<file path="src/sv/mme_pkg.sv">
// ----------------------------------------------------------------------------
// Matrix multiply engine package
// Shared types, codes and constants of the matrix multiply engine.
// ----------------------------------------------------------------------------
package mme_pkg;

    localparam int MAX_DIM_DEF   = 8;
    localparam int FRAC_BITS_DEF = 16;

    localparam int IDX_W   = 3;
    localparam int DIM_W   = 4;
    localparam int DATA_W  = 32;
    localparam int PROD_W  = 64;
    localparam int SUM_W   = 67;
    localparam int OP_W    = 2;
    localparam int CIDX_W  = 2;

    localparam int QUEUE_DEPTH = 4;

    localparam logic [OP_W-1:0] OP_WRITE_A = 2'd0;
    localparam logic [OP_W-1:0] OP_WRITE_B = 2'd1;
    localparam logic [OP_W-1:0] OP_COMPUTE = 2'd2;

    localparam logic [CIDX_W-1:0] REG_A_ROWS = 2'd0;
    localparam logic [CIDX_W-1:0] REG_A_COLS = 2'd1;
    localparam logic [CIDX_W-1:0] REG_B_ROWS = 2'd2;
    localparam logic [CIDX_W-1:0] REG_B_COLS = 2'd3;

    typedef enum logic [1:0] {
        KIND_WR_A,
        KIND_WR_B,
        KIND_CALC
    } t_kind;

    typedef struct packed {
        t_kind                    kind;
        logic [IDX_W-1:0]         row;
        logic [IDX_W-1:0]         col;
        logic signed [DATA_W-1:0] value;
    } t_cmd;

    typedef struct packed {
        logic [DIM_W-1:0] ar;
        logic [DIM_W-1:0] ac;
        logic [DIM_W-1:0] bc;
        logic             mismatch;
    } t_dims;

    typedef struct packed {
        logic [IDX_W-1:0] row;
        logic [IDX_W-1:0] col;
        logic             first;
        logic             last_k;
        logic             last;
        logic             err;
    } t_tag;

    typedef enum logic [1:0] {
        ST_IDLE = 2'b01,
        ST_CALC = 2'b10
    } t_state;

    function automatic logic [DIM_W-1:0] eff_dim(input logic [DIM_W-1:0] raw,
                                                 input logic [DIM_W-1:0] cap);
        logic [DIM_W-1:0] v;
        v = raw;
        if (v == '0) begin
            v = DIM_W'(1);
        end
        if (v > cap) begin
            v = cap;
        end
        return v;
    endfunction

endpackage

</file>
<file path="src/sv/mme_fifo.sv">
// ----------------------------------------------------------------------------
// Matrix multiply engine command queue
// Short first-in first-out queue between the front end and the compute back end.
// ----------------------------------------------------------------------------
module mme_fifo
    import mme_pkg::*;
(
    input  logic i_clk,
    input  logic i_rst_n,
    input  logic i_push,
    input  t_cmd i_cmd,
    input  logic i_pop,
    output t_cmd o_cmd,
    output logic o_full,
    output logic o_empty
);

    localparam int PW = (QUEUE_DEPTH > 1) ? $clog2(QUEUE_DEPTH) : 1;
    localparam int CW = $clog2(QUEUE_DEPTH + 1);

    t_cmd          r_slot [QUEUE_DEPTH];
    logic [PW-1:0] r_wr_ptr;
    logic [PW-1:0] r_rd_ptr;
    logic [CW-1:0] r_count;
    logic [CW-1:0] n_count;

    assign o_full  = (r_count == CW'(QUEUE_DEPTH));
    assign o_empty = (r_count == '0);
    assign o_cmd   = r_slot[r_rd_ptr];

    always_comb begin
        n_count = r_count;
        if (i_push && !i_pop) begin
            n_count = r_count + CW'(1);
        end else if (!i_push && i_pop) begin
            n_count = r_count - CW'(1);
        end
    end

    always_ff @(posedge i_clk) begin
        if (!i_rst_n) begin
            r_wr_ptr <= '0;
            r_rd_ptr <= '0;
            r_count  <= '0;
        end else begin
            r_count <= n_count;
            if (i_push) begin
                r_wr_ptr <= (r_wr_ptr == PW'(QUEUE_DEPTH - 1)) ? '0 : r_wr_ptr + PW'(1);
            end
            if (i_pop) begin
                r_rd_ptr <= (r_rd_ptr == PW'(QUEUE_DEPTH - 1)) ? '0 : r_rd_ptr + PW'(1);
            end
        end
    end

    always_ff @(posedge i_clk) begin
        if (i_push) begin
            r_slot[r_wr_ptr] <= i_cmd;
        end
    end

endmodule

</file>
<file path="config.mk">
export PLATFORM = sky130hd
export DESIGN_NAME = mme_fifo
export DESIGN_NICKNAME = d
export VERILOG_FILES = /design/src/sv/mme_pkg.sv /design/src/sv/mme_fifo.sv
export SDC_FILE = /design/constraint.sdc
export NUM_CORES = 1
export LEC_CHECK = 0
export ABC_CLOCK_PERIOD_IN_PS = 2150
export BUFFER_PORTS_ARGS = -buffer_cell sky130_fd_sc_hd__buf_4
export CAP_MARGIN = 20
export CORE_UTILIZATION = 55
export CTS_CLUSTER_DIAMETER = 30
export DETAILED_ROUTE_END_ITERATION = 12
export GPL_ROUTABILITY_DRIVEN = 0
export PLACE_DENSITY_LB_ADDON = 0.05
export SETUP_SLACK_MARGIN = 0.5
export SLEW_MARGIN = 20
export SYNTH_ARGS = -nofsm -noshare
export SYNTH_HDL_FRONTEND = slang
export SYNTH_SLANG_ARGS = --single-unit
</file>
<file path="constraint.sdc">
create_clock -name i_clk -period 2.15 [get_ports i_clk]
set_input_delay 0.43 -clock i_clk [delete_from_list [all_inputs] [get_ports i_clk]]
set_output_delay 0.43 -clock i_clk [all_outputs]
set_load 0.1 [all_outputs]
</file>
==> impl_metrics.py <==
metrics = {
    "floorplan": {
        "pin_count": 86,
        "initial_core_util_pct": 57.1,
        "dieWidth_um": 109,
        "core_area_sq_um": 11000,
        "core.rowCount": 38,
        "die_h_um": 109,
        "dieArea_sq_um": 11800,
    },
    "final_layout": {
        "layout-drive-gt1-share_pct": 47.4,
        "syn2layout_area_growth_pct": 27.8,
        "stdcell_count": 518,
        "fillers": 652,
        "postLayoutCellArea_sq_um": 8020,
        "final_nets": 416,
        "antennaDiodeCount": 0,
    },
    "pwr": {
        "power_switching_uw": 2320,
        "switching_share_pct": 28.0,
        "seq_power_share_pct": 46.2,
        "power_leakage_uw": 0.00277,
        "clkPwrFrac_pct": 33.9,
        "comb_power_share_pct": 19.9,
        "power_density_nw_per_um2": 1030,
        "intPower_uw": 5980,
        "total_power_uw": 8300,
        "peakVddDrop_mv": 0.745,
    },
    "clock_network": {
        "clkSinkCount": 169,
        "cts_buffers": 17,
        "cts_tree": "done",
        "worstSkewPairLatency_ns": 0.41,
        "clockBufferDepth": 2,
        "clockRootBuffer": "clkbuf_16",
        "clk_pin_slew_ns": 0.06,
        "htree_levels": 4,
        "ctsHoldBuffers": 0,
    },
    "sta": {
        "hold_viol": 0,
        "finalSetupViolCount": 40,
        "final_max_slew_viol_count": 0,
        "clock-skew-final_ns": 0.00505,
        "rsz0062_at_grt": "yes",
        "whs_ns": 0.211,
        "finalCritPeriodShare_pct": 105,
        "timing.final.crit_period_ns": 2.25,
        "max_clock_freq_mhz": 444,
        "tightest_slew_ns": 0.396,
        "fin_tns_setup_ns": -2.00,
        "slew_headroom_pct": 73.6,
        "worst_slack_ns": -0.104,
    },
    "logic_synthesis": {
        "synth_area_leader_cell": "edfxtp_1",
        "synth_top_area_share_pct": 76.6,
        "synth_warnings": 0,
        "synth_cell_type_count": 21,
        "ys_seq_area_share_pct": 79.4,
        "synth_area_leaders": "edfxtp_1 (77%), mux4_2 (14%), dfxtp_1 (2.9%)",
        "syn_nets": 304,
        "synthCells": 253,
        "avgSynthCellArea_sq_um": 24.8,
        "synth_seq_cells": 169,
        "netlist_area_sq_um": 6270,
    },
    "worst_setup_path": {
        "crit_arrival_ns": 1.82,
        "cpMaxStageDelayCell": "mux4_2",
        "timing_worst_setup_path_type": "reg2out",
        "crit_path_end_kind": "output pin",
        "r2r_slack_ns": 0.57,
        "r2r_cells": 5,
        "cpPeakStageDelay_ns": 0.55,
        "rr_startpoint": "r_count[0]",
        "cp_max_fo": 13,
        "cp-start-kind": "flip-flop",
        "r2r_end": "r_count[2]",
        "path_cells": "buf_12, mux4_2, buf_6",
        "worstPathRequired_ns": 1.72,
    },
    "hold_path": {
        "min_path_type": "in2reg",
        "min_from": "i_cmd[30]",
        "min_path_cells": 1,
        "min_delay_worst_endpoint": "r_slot[1][30]",
    },
    "flow_run": {
        "cap_violations": 0,
    },
    "placement": {
        "dpl_cell_area_sq_um": 7220,
        "portBuffers": 85,
        "place_inst": 483,
        "dp_hpwl_um": 6610,
    },
    "global_route": {
        "grt_max_degree": 23,
        "grt_pass1_wl_um": 16500,
        "grt_use_total_pct": 20.2,
        "grt_overflow": 0,
        "antenna_found_initial": 0,
        "grt_pass1_vias": 3119,
    },
    "status": {
        "violations": "negative setup slack",
        "outcome": "finished with violations",
    },
    "route": {
        "drt_first_pass_iters": 4,
        "drt-initial-drc-count": 137,
        "drc": 0,
        "vias": 2852,
        "wl_per_cell_um": 20.5,
        "routed_wl_um": 10600,
        "detail-route-antenna-nets": 0,
        "via_per_inst": 5.51,
    },
}
what timing repair did:
item / in CTS / in global routing
resized for setup: 56 / 3
cloned: 1 / 0
endpoints found under the setup margin: 42 / 71
hold endpoints to repair: 0 / 0
setup buffers: 2 / 0
pin swaps: 2 / 2
worst max-delay path by stage:
| stage | from | endpoint | slack [ns] | depth (start not counted) |
|---|---|---|---|---|
| CTS | flip-flop | o_cmd[25] | -0.12 | 3 |
| global route | flip-flop | o_cmd[25] | -0.15 | 3 |
| global placement | flip-flop | o_cmd[12] | 0.23 | 3 |
| finish | flip-flop | o_cmd[25] | -0.10 | 3 |
| floorplan | r_count[1] | o_full | 0.14 | 1 |
| detailed placement | flip-flop | o_cmd[12] | 0.23 | 3 |
metal layers:
metal / share of wire, % / GRT usage, % / vias to the layer above
met2: 51 / 32.7 / 84
met1: 42 / 25.7 / 1465
met5: 0 / 0 / -
li1: - / - / 1287
met4: 1.6 / 8.40 / 0
met3: 5.7 / 6.22 / 16
power by group through the flow:
stage               logic, uW  registers (uW)  clock network, uW
finish                   1650            3840               2810
global route             1710            3850               3010
CTS                      1650            3840               2870
detailed placement       1510            3900                  0
global placement         1500            3890                  0
floorplan                1170            3870                  0
cells by family after synthesis:
kind of cell | count (synthesis) | synth area share (%)
muxes | 44 | 15.0
adders and majority gates | 7 | 1.52
xor gates and xnor gates | 2 | 0.279
AOI/OAI and AO/OA | 3 | 0.319
buffers and inverters | 13 | 2.01
DFF | 169 | 79.4
and+or+nand+nor | 15 | 1.44
layout by cell type (no fill, tap or decap), types with 5 or more instances in the layout:
| cell type | n |
|---|---|
| buf_12 | 12 |
| buf_4 | 49 |
| buf_6 | 39 |
| clkbuf_16 | 17 |
| clkinv_2 | 5 |
| edfxtp_1 | 160 |
| ha_1 | 5 |
| mux4_2 | 40 |
| nor2b_1 | 5 |
synth_stat cells (all sizes together):
library cell  number
buf                9
nor3b              1
inv                4
mux4              40
fa                 1
o21a               1
a21boi             1
nor2               1
ha                 6
dfxtp              9
and2               5
xnor2              1
xor2               1
nor3               2
edfxtp           160
o21ai              1
mux2i              4
or3                1
nor2b              5
registers in the layout (all words and copies together) (netlist names), named ones only:
name and count:
r_count 3, r_slot 160, r_wr_ptr 2, r_rd_ptr 2
through the flow:
stage,worst slack (ns),util (%)
after global routing,-0.150,73.0
final,-0.104,73.0
after global placement,0.233,65.7
after CTS,-0.125,72.9
after detailed placement,0.230,65.7
after floorplan,0.141,-
worst max-delay path: cells and delay by family (launching register included):
kind	cells	cell delay (ns)
mux	1	0.55
flops	1	0.44
buf+inv	2	0.40
area by class of cell:
| type | count | area [sq um] | area share (%) |
|---|---|---|---|
| Multi-Input combinational cell | 71 | 1190 | 14.9 |
| Clock buffer | 20 | 437 | 5.45 |
| Tap cell | 140 | 175 | 2.18 |
| Inverter | 4 | 15.0 | 0.187 |
| Timing Repair Buffer | 102 | 1090 | 13.6 |
| Sequential cell | 169 | 5000 | 62.3 |
| Clock inverter | 12 | 108 | 1.34 |
Power figures use the tool's default switching activity.
